==> src/design/assert_macros.svh <==
// Assertion helpers included by the top design file.
`ifndef ASSERT_MACROS_SVH
`define ASSERT_MACROS_SVH

// Check a property at every rising edge of clk while reset is released.
`define ASSERT_CLK(label, clk, rst_n, prop, msg) \
    label: assert property (@(posedge clk) disable iff (!rst_n) (prop)) else $error(msg);

// Check that cond at one edge implies res at the next edge.
`define ASSERT_NEXT(label, clk, rst_n, cond, res, msg) \
    label: assert property (@(posedge clk) disable iff (!rst_n) (cond) |=> (res)) \
        else $error(msg);

`endif

==> src/design/dsou_pkg.sv <==
// ----------------------------------------------------------------------------
// dsou_pkg
// Shared constants, tables, types and helpers of the double steer odometry.
// ----------------------------------------------------------------------------
package dsou_pkg;

    localparam int FRAC_BITS_DEF    = 16;
    localparam int CORDIC_STEPS_DEF = 16;

    localparam int CFG_W    = 24;
    localparam int CFG_IDX_W = 8;
    localparam int STEER_W  = 19;
    localparam int DRIVE_W  = 32;
    localparam int POS_W    = 40;
    localparam int HEAD_W   = 19;

    localparam logic [CFG_IDX_W-1:0] REG_WHEEL_DIAMETER = 8'd0;
    localparam logic [CFG_IDX_W-1:0] REG_HEADING_GAIN   = 8'd1;
    localparam logic [CFG_W-1:0]     WHEEL_DIAMETER_RST = 24'd13107;
    localparam logic [CFG_W-1:0]     HEADING_GAIN_RST   = 24'd65536;

    localparam longint PI_Q30      = 64'sd3373259426;
    localparam longint HALF_PI_Q30 = 64'sd1686629713;
    localparam longint KGAIN_Q30   = 64'sd652032874;

    localparam int ATAN_ENTRIES = 24;
    localparam longint ATAN_Q30 [ATAN_ENTRIES] = '{
        64'sd843314857, 64'sd497837829, 64'sd263043837, 64'sd133525159,
        64'sd67021687,  64'sd33543516,  64'sd16775851,  64'sd8388437,
        64'sd4194283,   64'sd2097149,   64'sd1048576,   64'sd524288,
        64'sd262144,    64'sd131072,    64'sd65536,     64'sd32768,
        64'sd16384,     64'sd8192,      64'sd4096,      64'sd2048,
        64'sd1024,      64'sd512,       64'sd256,       64'sd128
    };

    localparam longint POS_MAX = (64'sd1 <<< (POS_W - 1)) - 64'sd1;
    localparam longint POS_MIN = -(64'sd1 <<< (POS_W - 1));

    // Sequencer of one sample.
    typedef enum logic [4:0] {
        S_IDLE, S_MLF, S_MLR, S_TF, S_TFW, S_TR, S_TRW,
        S_MXF, S_MYF, S_MXR, S_MYR, S_CYR, S_SUM, S_MH, S_HADD,
        S_HT, S_HTW, S_PX1, S_PX2, S_PY1, S_PY2, S_PY3, S_PY4, S_OUT
    } t_state;

    // Phases of the trig unit.
    typedef enum logic [2:0] {
        TP_IDLE, TP_WRAP, TP_FIX, TP_PRE, TP_ITER
    } t_trig_phase;

    typedef struct packed {
        logic start;
        logic long_wrap;
    } t_trig_req;

    // Round a Q30 constant to f fraction bits.
    function automatic longint from_q30(input longint v, input int f);
        int s;
        s = 30 - f;
        return (v + (64'sd1 <<< (s - 1))) >>> s;
    endfunction

    function automatic longint atan_at(input int i, input int f);
        return from_q30(ATAN_Q30[i], f);
    endfunction

    // Clamp to the signed position range.
    function automatic logic signed [POS_W-1:0] sat_pos(input longint v);
        longint r;
        r = v;
        if (v > POS_MAX) r = POS_MAX;
        if (v < POS_MIN) r = POS_MIN;
        return POS_W'(r);
    endfunction

endpackage

==> src/design/dsou_mul.sv <==
// ----------------------------------------------------------------------------
// dsou_mul
// Shared signed multiplier with a registered product.
// ----------------------------------------------------------------------------
module dsou_mul import dsou_pkg::*; #(
    parameter int A_W = 41,
    parameter int B_W = 25
) (
    input  logic                       i_clk,
    input  logic signed [A_W-1:0]      i_a,
    input  logic signed [B_W-1:0]      i_b,
    output logic signed [A_W+B_W-1:0]  o_p
);

    logic signed [A_W+B_W-1:0] r_p;

    // Register every product
    always_ff @(posedge i_clk) begin
        r_p <= i_a * i_b;
    end

    assign o_p = r_p;

endmodule

==> config.mk <==
export PLATFORM = sky130hd
export DESIGN_NAME = dsou_mul
export DESIGN_NICKNAME = d
export VERILOG_FILES = /design/src/design/assert_macros.svh /design/src/design/dsou_pkg.sv /design/src/design/dsou_mul.sv
export SDC_FILE = /design/constraint.sdc
export NUM_CORES = 2
export LEC_CHECK = 0
export BUFFER_PORTS_ARGS = -buffer_cell sky130_fd_sc_hd__buf_4
export CAP_MARGIN = 10
export CORE_MARGIN = 5
export CORE_UTILIZATION = 67
export DETAILED_ROUTE_END_ITERATION = 16
export PLACE_DENSITY = 0.85
export SLEW_MARGIN = 30
export SYNTH_ARGS = -nofsm -noshare
export SYNTH_HDL_FRONTEND = slang
export SYNTH_SLANG_ARGS = --single-unit
==> constraint.sdc <==
create_clock -name i_clk -period 20.4 [get_ports i_clk]
set_clock_uncertainty 0.15 [all_clocks]
set_input_delay 4.08 -clock i_clk [delete_from_list [all_inputs] [get_ports i_clk]]
set_output_delay 4.08 -clock i_clk [all_outputs]
set_load 0.1 [all_outputs]
==> summary by stage <==
Drt
The sum of routed wire length over all layers is 95,200 um. The via total after detailed routing is 26,900. Dividing the detail-routed via count by the number of cells gives 5.88. The number of iterations in the first detailed-routing pass is 5.

The number of DRC markers in iteration 0 is 1,781. In the routed design, unresolved DRC markers number 0. The average wire per cell in the routed design is 20.8 um.

The remaining antenna violation count after routing is 0.

Logic synthesis
Counting distinct cell types in the post-synthesis netlist gives 58. The number of register bits inferred by synthesis is 66. Counting flops with an async set or reset pin after synthesis yields a share of 0%. By instance count, the leading cell after synthesis is sky130_fd_sc_hd__fa_1. The mean post-synth cell area is 9.22 um2. Counting instances in the post-synthesis netlist gives the leading cell types as sky130_fd_sc_hd__fa_1 (1,026), sky130_fd_sc_hd__inv_1 (1,002), sky130_fd_sc_hd__nand2_1 (630).

When the netlist entered floorplanning its net count stood at 5,208. The synthesized netlist cell count is 3,942. The part of the Yosys area used for sequential elements is 3.64%. The most area-hungry cell type in the Yosys netlist is sky130_fd_sc_hd__fa_1. After synthesis, the largest area contributor takes up 56.5% of total cell area. The count of warnings emitted by yosys is 0. For this run, the leading register cell type out of synthesis is sky130_fd_sc_hd__dfxtp_1. Yosys mapped a number of flops with a built-in enable equal to 0. The post-synthesis instance area is 36,300 um2. After synthesis, the cell types taking the most area are sky130_fd_sc_hd__fa_1 (57%), sky130_fd_sc_hd__inv_1 (10%), sky130_fd_sc_hd__and2_1 (7.0%), sky130_fd_sc_hd__nand2_1 (6.5%), sky130_fd_sc_hd__ha_1 (6.0%).

Worst setup path
In this run the worst path has a maximum fanout of 41. STA puts the critical path data arrival time at 11.34 ns. The sort of element at the end of the critical path is a flip-flop.

The critical path launch point type is an input pin. Data on the critical path is required at its endpoint by 20.45 ns. The kind of critical path is input pin to flip-flop.

Cells and area
The final layout contains 5,142 nets. The register with the most flip-flops in the layout has 66 of them. Cells with a size suffix above 1 make up 4.07% of the layout. 0 antenna diodes ended up in the layout.

Compared with the post-synthesis result, the final layout area differs by 3.75%.

Floorplanning
The die area is 59,000 um2. In this run the vertical extent of the chip is 243 um. The core region area is 53,800 um2. After floorplanning, the core was divided into 85 placement rows. The die extent in x is 243 um. The initial cell density of the core is 67.5%. 133 I/O pins were placed.

CTS
The maximum level of the CTS H-tree is 3. The number of buffers inserted to repair setup after CTS is 0. After clock tree synthesis, the flow added hold-fix buffers numbering 0. After clock tree synthesis, the clock-pin slew on the worst setup and hold paths is 0.06 ns. The count of clock tree sinks is 66. The number of buffers on the longest clock path is 2. The count of instances resized after the clock tree is built is 0. CTS placed an instance of sky130_fd_sc_hd__clkbuf_16 at the clock tree root. The clock tree from TritonCTS is done. Counting the buffers created by CTS gives 9.

Status
The run finished with clean final reports.

GRT
The first global-routing pass estimated 157,000 um of wire. Global routing consumed, over all layers together, 33.6% of the routing resources. Global routing finished with a remaining overflow of 0.

The number of global-route vias before repair came to 31,100. Entering global routing, the biggest net connects 43 pins. The initial antenna violation count is 0.

Placement
Input and output buffers added on the ports amount to 132. Routability-driven placement finished with a final weighted congestion of 0.940. The placed wire-length estimate is 76,900 um.

Run
Across the run, the number of max-cap violations was 0.

Timing
Setup repair after global routing left no endpoint under its margin. The shortest period the worst path allows is 11.29 ns. The highest clock frequency the design can meet is 0.0885 GHz. The max-slew violation count is 0.

The worst slew margin relative to its limit is 54.7%. The number of setup violations in the final report is 0. For the pin with the worst max-slew slack, the measured transition is 0.677 ns. The number of hold-slack violations in the final timing report is 0. The final clock period utilization by the worst path is 55.4%.

Summed over all failing endpoints, the final setup total negative slack is 0 ns.

Min path
The class of the tightest hold or removal check is input pin to flip-flop.
[worst paths after layout]
check                        endpoint  slack, ns   start  cells after the start
worst max-delay path  o_p[64]$_DFF_P_       9.11  i_b[4]                     26
worst min-delay path   o_p[0]$_DFF_P_       4.07  i_a[0]                      2
[placed cells by master (no fill, tap or decap), drive strengths merged, types with 3 or more instances in the layout]
cell type / synthesis / final
o31ai: 4 / 4
a21o: 31 / 31
nor2: 30 / 30
a211oi: 5 / 5
xor2: 24 / 24
a21boi: 4 / 4
and4: 4 / 4
nand3: 11 / 11
nand2: 631 / 631
nand2b: 10 / 10
fa: 1026 / 1026
and2: 406 / 406
xnor2: 47 / 47
ha: 173 / 173
inv: 1002 / 1004
clkinv: 0 / 3
and3: 11 / 11
nor2b: 35 / 35
o21ai: 43 / 43
clkbuf: 197 / 9
o211ai: 4 / 4
a21oi: 80 / 80
or4: 3 / 3
nand4: 19 / 19
dfxtp: 66 / 66
a31oi: 9 / 9
buf: 12 / 132
nor3: 7 / 7
nor3b: 3 / 3
a221oi: 3 / 3
o21bai: 17 / 17
[final cells by class]
| class | instances | area [um2] |
|---|---|---|
| sequential | 66 | 1320 |
| inverter | 1002 | 3760 |
| fill | 3927 | 16100 |
| clock buffer | 9 | 225 |
| tap | 696 | 871 |
| clock inverter | 7 | 100 |
| multi-input combinational | 2665 | 30400 |
| timing repair buffer | 132 | 991 |
[metrics by stage]
step	cells	hold WS [ns]	utilization (%)	cell area, um2	setup slack, ns
after floorplan	3942	4.06	-	36300	9.61
after global placement	4561	4.39	69.5	37400	8.97
after detailed placement	4561	4.40	69.5	37400	8.83
final	4577	4.07	70.1	37700	9.11
after CTS	4577	4.04	70.1	37700	9.15
after global routing	4577	4.05	70.1	37700	8.73
[metal layers]
layer	vias up	GRT usage (%)	wire (um)
met2	1560	58.4	49200
met5	-	0	0
li1	11100	-	-
met3	542	4.72	7500
met4	0	26.0	9240
met1	13800	37.5	29200
[cells by family (layout without fill, tap and decap cells)]
group,Yosys count,after routing,share of synthesized area (%)
buf+inv,1211,1150,12.6
mux,2,2,0.0620
fa+ha+maj,1199,1199,62.5
xor+xnor,71,71,1.71
simple gates,1174,1174,15.7
flops,66,66,3.64
compound gates,219,219,3.79
[worst max-delay path, cell delays in order]
cell and delay (ns):
sky130_fd_sc_hd__buf_4 0.43, sky130_fd_sc_hd__nand2_1 0.17, sky130_fd_sc_hd__fa_1 0.56, sky130_fd_sc_hd__inv_1 0.05, sky130_fd_sc_hd__fa_1 0.47, sky130_fd_sc_hd__inv_1 0.05, sky130_fd_sc_hd__fa_1 0.52, sky130_fd_sc_hd__inv_1 0.05
sky130_fd_sc_hd__fa_1 0.50, sky130_fd_sc_hd__inv_1 0.06, sky130_fd_sc_hd__fa_1 0.54, sky130_fd_sc_hd__inv_1 0.05, sky130_fd_sc_hd__fa_1 0.48, sky130_fd_sc_hd__inv_1 0.05, sky130_fd_sc_hd__fa_1 0.51, sky130_fd_sc_hd__inv_1 0.06
sky130_fd_sc_hd__ha_1 0.33, sky130_fd_sc_hd__a21oi_1 0.26, sky130_fd_sc_hd__o21bai_1 0.09, sky130_fd_sc_hd__a21oi_1 0.32, sky130_fd_sc_hd__nand2_1 0.13, sky130_fd_sc_hd__o31ai_1 0.44, sky130_fd_sc_hd__a31oi_1 0.37, sky130_fd_sc_hd__a21o_1 0.30
sky130_fd_sc_hd__a21oi_1 0.30, sky130_fd_sc_hd__a311oi_1 0.16
Power is not shown: default switching activity piles up to over one toggle a cycle in this logic, so the estimate is an artifact.
