File: config.mk
export PLATFORM = sky130hd
export DESIGN_NAME = dsou_trig
export DESIGN_NICKNAME = d
export VERILOG_FILES = /design/src/design/assert_macros.svh /design/src/design/dsou_pkg.sv /design/src/design/dsou_trig.sv
export SDC_FILE = /design/constraint.sdc
export NUM_CORES = 1
export LEC_CHECK = 0
export BUFFER_PORTS_ARGS = -buffer_cell sky130_fd_sc_hd__buf_2
export CORE_MARGIN = 10
export CORE_UTILIZATION = 58
export CTS_CLUSTER_DIAMETER = 100
export DETAILED_ROUTE_END_ITERATION = 10
export PLACE_DENSITY = 0.79
export REMOVE_ABC_BUFFERS = 1
export SLEW_MARGIN = 40
export SYNTH_ARGS = -nofsm -noshare
export SYNTH_HDL_FRONTEND = slang
export SYNTH_SLANG_ARGS = --single-unit
export TNS_END_PERCENT = 50
File: constraint.sdc
create_clock -name i_clk -period 7.7 [get_ports i_clk]
set_clock_uncertainty 0.05 [all_clocks]
set_input_delay 0.385 -clock i_clk [delete_from_list [all_inputs] [get_ports i_clk]]
set_output_delay 0.385 -clock i_clk [all_outputs]
set_load 0.05 [all_outputs]
File: src/design/assert_macros.svh
// Assertion helpers included by the top design file.
`ifndef ASSERT_MACROS_SVH
`define ASSERT_MACROS_SVH

// Check a property at every rising edge of clk while reset is released.
`define ASSERT_CLK(label, clk, rst_n, prop, msg) \
    label: assert property (@(posedge clk) disable iff (!rst_n) (prop)) else $error(msg);

// Check that cond at one edge implies res at the next edge.
`define ASSERT_NEXT(label, clk, rst_n, cond, res, msg) \
    label: assert property (@(posedge clk) disable iff (!rst_n) (cond) |=> (res)) \
        else $error(msg);

`endif

File: src/design/dsou_pkg.sv
// ----------------------------------------------------------------------------
// dsou_pkg
// Shared constants, tables, types and helpers of the double steer odometry.
// ----------------------------------------------------------------------------
package dsou_pkg;

    localparam int FRAC_BITS_DEF    = 16;
    localparam int CORDIC_STEPS_DEF = 16;

    localparam int CFG_W    = 24;
    localparam int CFG_IDX_W = 8;
    localparam int STEER_W  = 19;
    localparam int DRIVE_W  = 32;
    localparam int POS_W    = 40;
    localparam int HEAD_W   = 19;

    localparam logic [CFG_IDX_W-1:0] REG_WHEEL_DIAMETER = 8'd0;
    localparam logic [CFG_IDX_W-1:0] REG_HEADING_GAIN   = 8'd1;
    localparam logic [CFG_W-1:0]     WHEEL_DIAMETER_RST = 24'd13107;
    localparam logic [CFG_W-1:0]     HEADING_GAIN_RST   = 24'd65536;

    localparam longint PI_Q30      = 64'sd3373259426;
    localparam longint HALF_PI_Q30 = 64'sd1686629713;
    localparam longint KGAIN_Q30   = 64'sd652032874;

    localparam int ATAN_ENTRIES = 24;
    localparam longint ATAN_Q30 [ATAN_ENTRIES] = '{
        64'sd843314857, 64'sd497837829, 64'sd263043837, 64'sd133525159,
        64'sd67021687,  64'sd33543516,  64'sd16775851,  64'sd8388437,
        64'sd4194283,   64'sd2097149,   64'sd1048576,   64'sd524288,
        64'sd262144,    64'sd131072,    64'sd65536,     64'sd32768,
        64'sd16384,     64'sd8192,      64'sd4096,      64'sd2048,
        64'sd1024,      64'sd512,       64'sd256,       64'sd128
    };

    localparam longint POS_MAX = (64'sd1 <<< (POS_W - 1)) - 64'sd1;
    localparam longint POS_MIN = -(64'sd1 <<< (POS_W - 1));

    // Sequencer of one sample.
    typedef enum logic [4:0] {
        S_IDLE, S_MLF, S_MLR, S_TF, S_TFW, S_TR, S_TRW,
        S_MXF, S_MYF, S_MXR, S_MYR, S_CYR, S_SUM, S_MH, S_HADD,
        S_HT, S_HTW, S_PX1, S_PX2, S_PY1, S_PY2, S_PY3, S_PY4, S_OUT
    } t_state;

    // Phases of the trig unit.
    typedef enum logic [2:0] {
        TP_IDLE, TP_WRAP, TP_FIX, TP_PRE, TP_ITER
    } t_trig_phase;

    typedef struct packed {
        logic start;
        logic long_wrap;
    } t_trig_req;

    // Round a Q30 constant to f fraction bits.
    function automatic longint from_q30(input longint v, input int f);
        int s;
        s = 30 - f;
        return (v + (64'sd1 <<< (s - 1))) >>> s;
    endfunction

    function automatic longint atan_at(input int i, input int f);
        return from_q30(ATAN_Q30[i], f);
    endfunction

    // Clamp to the signed position range.
    function automatic logic signed [POS_W-1:0] sat_pos(input longint v);
        longint r;
        r = v;
        if (v > POS_MAX) r = POS_MAX;
        if (v < POS_MIN) r = POS_MIN;
        return POS_W'(r);
    endfunction

endpackage

File: src/design/dsou_trig.sv
// ----------------------------------------------------------------------------
// dsou_trig
// Angle wrap to [-pi, pi) by restoring steps, then a rotation CORDIC.
// ----------------------------------------------------------------------------
module dsou_trig import dsou_pkg::*; #(
    parameter int FRAC_BITS    = FRAC_BITS_DEF,
    parameter int CORDIC_STEPS = CORDIC_STEPS_DEF
) (
    input  logic                           i_clk,
    input  logic                           i_rst_n,
    input  t_trig_req                      i_req,
    input  logic signed [66-FRAC_BITS-1:0] i_ang,
    output logic                           o_done,
    output logic signed [FRAC_BITS+3:0]    o_ang,
    output logic signed [FRAC_BITS+2:0]    o_cos,
    output logic signed [FRAC_BITS+2:0]    o_sin
);

    localparam int WR_W  = 66 - FRAC_BITS;
    localparam int ANG_W = FRAC_BITS + 4;
    localparam int CW    = FRAC_BITS + 3;
    localparam int HK    = 61 - 2 * FRAC_BITS;
    localparam int SK    = (FRAC_BITS < 17) ? 17 - FRAC_BITS : 0;
    localparam int MAXC  = (HK > CORDIC_STEPS) ? HK : CORDIC_STEPS;
    localparam int CNT_W = $clog2(MAXC + 1);

    localparam longint PI_L   = from_q30(PI_Q30, FRAC_BITS);
    localparam longint HP_L   = from_q30(HALF_PI_Q30, FRAC_BITS);
    localparam longint K_L    = from_q30(KGAIN_Q30, FRAC_BITS);
    localparam longint P2_L   = 2 * PI_L;
    localparam longint ML_L   = P2_L <<< HK;
    localparam longint MS_L   = P2_L <<< SK;

    localparam logic signed [WR_W-1:0]  PI_W = WR_W'(PI_L);
    localparam logic signed [WR_W-1:0]  P2_W = WR_W'(P2_L);
    localparam logic signed [ANG_W-1:0] PI_A = ANG_W'(PI_L);
    localparam logic signed [ANG_W-1:0] HP_A = ANG_W'(HP_L);
    localparam logic signed [CW-1:0]    K_C  = CW'(K_L);

    t_trig_phase              r_phase, n_phase;
    logic [CNT_W-1:0]         r_cnt;
    logic signed [WR_W-1:0]   r_rem;
    logic signed [WR_W-1:0]   r_m;
    logic signed [ANG_W-1:0]  r_z;
    logic signed [ANG_W-1:0]  r_ang;
    logic signed [CW-1:0]     r_x;
    logic signed [CW-1:0]     r_y;
    logic                     r_neg;
    logic                     r_done;

    logic signed [WR_W-1:0]   fix_v;
    logic signed [CW-1:0]     xs;
    logic signed [CW-1:0]     ys;
    logic signed [ANG_W-1:0]  atn;
    logic                     last_iter;

    assign last_iter = (r_cnt == CNT_W'(CORDIC_STEPS - 1));

    // Next phase
    always_comb begin
        n_phase = r_phase;
        unique case (r_phase)
            TP_IDLE: if (i_req.start) n_phase = TP_WRAP;
            TP_WRAP: if (r_cnt == '0) n_phase = TP_FIX;
            TP_FIX:  n_phase = TP_PRE;
            TP_PRE:  n_phase = TP_ITER;
            TP_ITER: if (last_iter) n_phase = TP_IDLE;
            default: n_phase = TP_IDLE;
        endcase
    end

    // Step operands
    always_comb begin
        fix_v = ((r_rem < 0) ? (r_rem + P2_W) : r_rem) - PI_W;
        xs    = r_x >>> r_cnt;
        ys    = r_y >>> r_cnt;
        atn   = ANG_W'(atan_at(int'(r_cnt), FRAC_BITS));
    end

    // Hold phase and done pulse
    always_ff @(posedge i_clk) begin
        if (!i_rst_n) begin
            r_phase <= TP_IDLE;
            r_done  <= 1'b0;
        end else begin
            r_phase <= n_phase;
            r_done  <= (r_phase == TP_ITER) && last_iter;
        end
    end

    // Advance the datapath
    always_ff @(posedge i_clk) begin
        unique case (r_phase)
            TP_IDLE: begin
                if (i_req.start) begin
                    r_rem <= i_ang + PI_W;
                    r_m   <= i_req.long_wrap ? WR_W'(ML_L) : WR_W'(MS_L);
                    r_cnt <= i_req.long_wrap ? CNT_W'(HK) : CNT_W'(SK);
                end
            end
            TP_WRAP: begin
                if (r_rem >= r_m) begin
                    r_rem <= r_rem - r_m;
                end else if (r_rem < 0) begin
                    r_rem <= r_rem + r_m;
                end
                r_m   <= r_m >>> 1;
                r_cnt <= r_cnt - 1'b1;
            end
            TP_FIX: begin
                r_z <= ANG_W'(fix_v);
            end
            TP_PRE: begin
                r_ang <= r_z;
                r_x   <= K_C;
                r_y   <= '0;
                r_cnt <= '0;
                if (r_z > HP_A) begin
                    r_z   <= r_z - PI_A;
                    r_neg <= 1'b1;
                end else if (r_z < -HP_A) begin
                    r_z   <= r_z + PI_A;
                    r_neg <= 1'b1;
                end else begin
                    r_neg <= 1'b0;
                end
            end
            TP_ITER: begin
                if (r_z >= 0) begin
                    r_x <= r_x - ys;
                    r_y <= r_y + xs;
                    r_z <= r_z - atn;
                end else begin
                    r_x <= r_x + ys;
                    r_y <= r_y - xs;
                    r_z <= r_z + atn;
                end
                r_cnt <= r_cnt + 1'b1;
            end
            default: ;
        endcase
    end

    assign o_done = r_done;
    assign o_ang  = r_ang;
    assign o_cos  = r_neg ? -r_x : r_x;
    assign o_sin  = r_neg ? -r_y : r_y;

endmodule

==> metrics, run 1 <==
status=finished clean; Synth Warn #=0; crit path DAT=6420 ps; Final Hold Viols=0; total net switching power=between 2 and 2.5 mW; critical path class=reg2reg; Placed Cells=~3.2k; required time of the critical path=slightly below 8000 ps; Die X=214 um; sequence of cells on the critical path=buf_4, clkinv_1, buf_4, mux2_2, a222oi_1, o211ai_1, or4b_1, or4_1, o21ai_0, xnor2_1, ha_1, a21o_1, a21o_1, a21o_1, or3_1, o211ai_1, o21ai_0, xnor2_1, nor2_1; share of layout cells above drive strength 1=0.104; PwrDens=223 nW/um2; CTS buffer count=17; worst reg2reg startpoint=r_cnt[2]; hold_buf cts=0; Reg power frac=0.263; final setup fails=0; CP max stage delay=between 700 and 800 ps; Tmin final=approximately 6300 ps; WL final=about 65 mm; Core Box Area=about 37000 um2; area leader, netlist=edfxtp_1; clk slew on worst S/H paths=around 80 ps; most frequent cell after synthesis=nor2_1; most frequent cells after synthesis=nor2_1, a21oi_1, nand2_1, edfxtp_1, o21ai_0; drt initial violations=~1.8k; clk buf depth=2; Post-CTS Setup Bufs=0; Worst IR Drop VDD=0.237 mV; vias after detailed routing=~20k; ranking of synthesized cells by area=edfxtp_1, ha_1, xnor2_1; IO Port Bufs=about 110; top_reg_cell synth=edfxtp_1; grt total ovfl=0; vias in the first global route=19.8k; sequential cell area=~5500 um2; Layout Nets=a little under 3k; hold depth=3; Yosys reg bits=between 150 and 200; worst hold endpoint=r_phase[2]; adder-cell share of the synthesized area=0.103; ANT cells=0; worst skew pair latency=480 ps; Critical path origin=r_cnt[2]; Post-Syn Instances=roughly 2.6k; Post-Synth Simple-Gate Area=0.187; Max Cap Viol=0; crit path capture type=flip-flop; combinational share of power=0.559; Switching Share=0.450; Worst Setup Start Kind=flip-flop; mapped cell area=~22000 um2; worst slew pin tran=919 ps; Seq/Total Area, Yosys=0.254; global-route wire length before repair=between 100 and 150 mm; Rel. slew slack=0.383; wire length per cell=20.2 um; largest net degree at the start of global routing=91; Worst R2R End=r_y[17]; Internal Pwr Total=~2.9 mW; post-synthesis compound-gate area fraction=0.230; Slew Limit Fails=0; H-tree levels=4; Leak=roughly 9.5 nW; GRT Total Usage=0.270; Sinks on Clock Net=between 150 and 200; HP Start=i_rst_n; Max FO, Critical Path=29; xor and xnor area share after synthesis=0.0966; I/O pin total=approximately 110; Clock power frac=0.178; post_cts resized=0; Post-synth ARST share=0; CTS root buf=clkbuf_16; Vert. Die Dim=roughly 210 um; drt pass-1 iters=6; initial antenna violation count=0; slowest CP cell=edfxtp_1; Synth top area share=0.250; worst r2r path cells=19; reg2reg setup slack=roughly 1400 ps; RSZ-0062 raised after global routing=false; cell row count=71; Post-synth EDFFs=182; Netlist cell types=83; post-synthesis mux area share=0.0769; Total Power=5.23 mW; Antenna Nets Post-Route=0; fmax=around 160 MHz; Hold Crit Class=in2reg; initial core utilization=0.584; Via-to-Cell Ratio=about 6.4; period utilization=0.814; DR DRC count=0; multi-input combinational cell area=between 15000 and 20000 um2; most used cell, CP=a21o_1; Mean Syn Cell Area=8.27 um2; Final HPWL DP=approximately 49 mm; DIE AREA=45800 um2; TritonCTS clock tree=yes; P&R area growth vs syn=7.18%; Setup TNS Final=0 ps; main combinational cell family by area after synthesis=compound AO/OA/AOI/OAI gates; non-filler cells, final=approximately 3.2k; filler instances=3299; gpl congestion=0.958
-- routing by layer --
metal  wire (um)  track usage  up-vias
li1            -            -     9771
met1       26500        0.333     9680
met2       31300        0.459      810
met3        4470       0.0474      167
met4        2280        0.110        0
met5           0            0        -
-- registers in the layout, indices dropped and copies added, names as in the netlist --
signal / count
r_m: 48
r_phase: 3
r_z: 20
r_rem: 50
r_y: 19
r_neg: 1
r_x: 19
o_ang: 20
r_cnt: 5
o_done: 1
-- worst max-delay path by stage --
| stage | end | slack (ps) | cells after the start |
|---|---|---|---|
| 2_1_floorplan | r_rem[0] | -2490 | 9 |
| 3_3_place_gp | r_z[19] | 1380 | 21 |
| 3_5_place_dp | r_y[17] | 1360 | 20 |
| 4_1_cts | r_y[17] | 1310 | 20 |
| 5_1_grt | r_y[17] | 830 | 19 |
| 6_report | r_y[17] | 1430 | 19 |
-- logic make-up after synthesis --
kind of cell,count (synthesis)
and+or+nand+nor,849
DFF,186
muxes,115
xor gates and xnor gates,241
buffers and inverters,296
AOI/OAI and AO/OA,779
adders and majority gates,177
-- power by group through the flow --
| stage | Clock, mW | Sequential [mW] | Combinational, mW |
|---|---|---|---|
| after global placement | 0 | 1.39 | 2.78 |
| after floorplan | 0 | 1.41 | 2.12 |
| after detailed placement | 0 | 1.40 | 2.84 |
| after CTS | 0.930 | 1.38 | 2.86 |
| after global routing | 0.970 | 1.39 | 3.21 |
| final | 0.929 | 1.38 | 2.92 |
-- metrics by stage --
stage	hold WS [ps]	utilization	worst slack (ps)	cell area, um2
2_1_floorplan	391	-	-2490	21300
3_3_place_gp	431	0.609	1380	22800
3_5_place_dp	440	0.610	1360	22800
4_1_cts	126	0.626	1310	23400
5_1_grt	150	0.626	834	23400
6_report	142	0.626	1430	23400
-- critical path: cells and delay by family, from the launching register on --
kind	cells	cell delay, ps
compound gates	8	2000
simple gates	4	1580
flops	1	730
buf+inv	3	700
mux	1	320
fa+ha+maj	1	310
xor+xnor	2	290
-- layout by cell type, fill, tap and decap left out, drive strengths merged, types with 13 or more instances in the layout --
cell type	Yosys	routed
a21oi	217	217
o21ai	174	174
and2	26	26
xnor2	150	150
o211ai	30	30
a21o	66	66
nand4	26	26
clkbuf	105	18
a2111oi	13	13
inv	154	158
nand2	207	207
o31ai	47	47
buf	34	142
nor2b	25	25
a31oi	35	35
edfxtp	182	182
o41ai	16	16
or3	26	26
o21a	25	25
xor2	91	91
mux2i	59	59
nand3	49	49
and3	32	32
a211oi	27	27
o21bai	26	26
or2	22	22
nor4	21	21
nand2b	37	37
ha	171	171
nor3	65	65
mux2	17	17
mux4	39	39
nor2	262	262
-- cell type report --
class,count,area share
Clock inverter,13,0.00614
Clock buffer,18,0.0183
Sequential cell,186,0.237
Timing Repair Buffer,142,0.0340
Inverter,157,0.0252
Tap cell,511,0.0273
Multi-Input combinational cell,2161,0.652
No activity file was read; power rests on OpenSTA's default activity.
==> run 2, diff against run 1 <==
--- a/config.mk
+++ b/config.mk
@@ -5,12 +5,13 @@
 export SDC_FILE = /design/constraint.sdc
 export NUM_CORES = 1
 export LEC_CHECK = 0
+export ABC_AREA = 1
 export BUFFER_PORTS_ARGS = -buffer_cell sky130_fd_sc_hd__buf_2
 export CORE_MARGIN = 10
-export CORE_UTILIZATION = 58
+export CORE_UTILIZATION = 60
 export CTS_CLUSTER_DIAMETER = 100
 export DETAILED_ROUTE_END_ITERATION = 10
-export PLACE_DENSITY = 0.79
+export PLACE_DENSITY = 0.78
 export REMOVE_ABC_BUFFERS = 1
 export SLEW_MARGIN = 40
 export SYNTH_ARGS = -nofsm -noshare
==> constraint.sdc (replaced) <==
create_clock -name i_clk -period 5.99 [get_ports i_clk]
set_clock_uncertainty 0.05 [all_clocks]
set_input_delay 0.2995 -clock i_clk [delete_from_list [all_inputs] [get_ports i_clk]]
set_output_delay 0.2995 -clock i_clk [all_outputs]
set_load 0.05 [all_outputs]
==> run 2 against run 1 <==
Count of clock-buffer cells in the layout is 1 higher. Die area rose by 8.7%. Non-clock buffer count shrank 6. First-iteration DRC count is 81% higher. Sequential power rose by 53%. Largest cell class unchanged. Highest routed layer unchanged.
==> metrics, run 2 <==
multi-input combinational cell area=16600 um2; share of layout cells above drive strength 1=0.0681; Total Power=~12 mW; grt total ovfl=0; drt pass-1 iters=8; Max FO, Critical Path=22; Reg power frac=0.182; worst slew pin tran=between 800 and 900 ps; Layout Nets=4215; clk buf depth=2; sequential cell area=5550 um2; H-tree levels=4; P&R area growth vs syn=5.53%; PwrDens=443 nW/um2; vias in the first global route=approximately 25k; leading cell type in the layout, fill and taps excluded=nand2_1; critical path class=reg2reg; DIE AREA=49800 um2; WL final=89.5 mm; crit path DAT=between 5000 and 6000 ps; vias after detailed routing=27.0k; CTS root buf=clkbuf_16; top_reg_cell synth=edfxtp_1; Sinks on Clock Net=around 190; Regs by FF count=r_rem: 50 flops, r_m: 48 flops; Max Cap Viol=0; required time of the critical path=6200 ps; Post-synth ARST share=0; CP max stage delay=about 570 ps; Via-to-Cell Ratio=~6; cell row count=74; Antenna Nets Post-Route=0; CTS buffer count=17; worst skew pair latency=just over 500 ps; ranking of synthesized cells by area=edfxtp_1, nand2_1, ha_1; total net switching power=slightly below 7 mW; hold_buf cts=0; filler instances=4062; Post-Syn Instances=slightly below 4k; Slew Limit Fails=0; mapped cell area=around 25000 um2; Die X=223 um; Worst IR Drop VDD=about 0.28 mV; Worst R2R End=r_z[15]; hold_ws=between 100 and 150 ps; Mean Syn Cell Area=roughly 6.3 um2; Worst Setup Start Kind=flip-flop; hold depth=3; area leader, netlist=edfxtp_1; Yosys reg bits=around 190; initial core utilization=0.607; status=finished clean; Internal Pwr Total=between 4 and 5 mW; GRT Total Usage=0.348; most frequent cells in the layout=nand2_1, inv_1, nor2_1; crit path capture type=flip-flop; I/O pin total=~110; Hold Crit Class=in2reg; ANT cells=0; Layout Utilization=0.640; Netlist cell types=67; final setup fails=0; Synth top area share=0.221; Leak=12.3 nW; fmax=191 MHz; Vert. Die Dim=between 200 and 250 um; TritonCTS clock tree=yes; Post-synth EDFFs=182; worst r2r path cells=30; largest reg by FF count=r_rem; Final HPWL DP=between 70 and 80 mm; initial antenna violation count=0; Synth Warn #=0; non-filler cells, final=roughly 4.5k; max FFs per register=50; clk slew on worst S/H paths=about 80 ps; global-route wire length before repair=138 mm; drt initial violations=about 3.2k; most frequent cells after synthesis=nand2_1, inv_1, nor2_1, nand3_1, o21ai_0; combinational share of power=0.717; IO Port Bufs=roughly 110; RSZ-0062 raised after global routing=false; worst reg2reg startpoint=r_cnt[0]; Post-CTS Setup Bufs=0; HP Start=i_rst_n; post_cts resized=0; most used cell, CP=nand2_1; wire length per cell=19.8 um; Core Box Area=approximately 41000 um2; most frequent cell after synthesis=nand2_1; largest net degree at the start of global routing=83; Clock power frac=0.101; Final Hold Viols=0; Placed Cells=about 4.5k; Seq/Total Area, Yosys=0.224; gpl congestion=1.07; Switching Share=0.581; reg2reg setup slack=between 700 and 800 ps; worst hold endpoint=r_phase[2]; Rel. slew slack=0.414; DR DRC count=0; period utilization=0.873; slowest CP cell=edfxtp_1; Tmin final=approximately 5200 ps
-- run 2: cell count changes after synthesis, sizes merged, moves of 59 or more --
| cell | delta |
|---|---|
| nand3 | +257 |
| xnor2 | -114 |
| nor2 | +220 |
| mux2i | -59 |
| o21ai | +139 |
| inv | +390 |
| clkbuf | -62 |
| xor2 | +68 |
| nand2 | +846 |
-- run 2: worst max-delay path by stage --
stage                          start        to  slack (ps)  cells past startpoint
after floorplan           r_phase[0]  r_rem[0]       -1630                      8
after global placement      r_cnt[0]   r_z[15]         970                     30
after detailed placement    r_cnt[0]   r_z[15]         880                     29
after CTS                   r_cnt[0]   r_z[15]         810                     29
after global routing        r_cnt[0]   r_z[15]         320                     30
final                       r_cnt[0]   r_z[15]         760                     30
-- run 2: per-layer routing --
layer  track usage  up-vias  share of wire
li1              -    13000              -
met1         0.429    12400           0.40
met2         0.556     1382           0.45
met3        0.0781      249           0.10
met4         0.182        0          0.055
met5             0        -              0
-- run 2: cells by family after synthesis --
kind of cell / after synthesis / synth area share
AO/OA/AOI/OAI: 724 / 0.162
flip-flops: 186 / 0.224
buffers and inverters: 668 / 0.109
XOR/XNOR: 195 / 0.0697
adder cells (fa/ha/maj): 177 / 0.0912
AND/OR/NAND/NOR: 2002 / 0.345
-- run 2: power by group through the flow --
stage	clock, mW	combinational, mW	sequential, mW
final	1.17	8.31	2.11
after global placement	0	7.95	2.11
after detailed placement	0	7.99	2.12
after CTS	1.17	8.06	2.10
after floorplan	0	5.70	2.05
after global routing	1.22	9.12	2.13
-- run 2: worst max-delay path, delay by kind of cell (launching register included) --
kind	cells	cell delay (ps)
buffers and inverters	5	620
DFF	1	570
adders and majority gates	3	770
and+or+nand+nor	14	1570
AOI/OAI and AO/OA	6	1090
xor gates and xnor gates	2	280
-- run 2: final cells by class --
| class | count | share of cell area |
|---|---|---|
| multi-input cells | 3098 | 0.633 |
| clock buffers | 19 | 0.0166 |
| repair buffers | 136 | 0.0291 |
| well taps | 532 | 0.0255 |
| flip-flops and latches | 186 | 0.212 |
| clock inverters | 13 | 0.00531 |
| inverters | 545 | 0.0783 |
-- run 2: stage by stage --
step           setup slack [ps]  cell area, um2  TNS [ps]
2_1_floorplan             -1630           24100   -100280
3_3_place_gp                974           25600         0
3_5_place_dp                879           25600         0
4_1_cts                     812           26100         0
5_1_grt                     322           26100         0
6_report                    763           26100         0
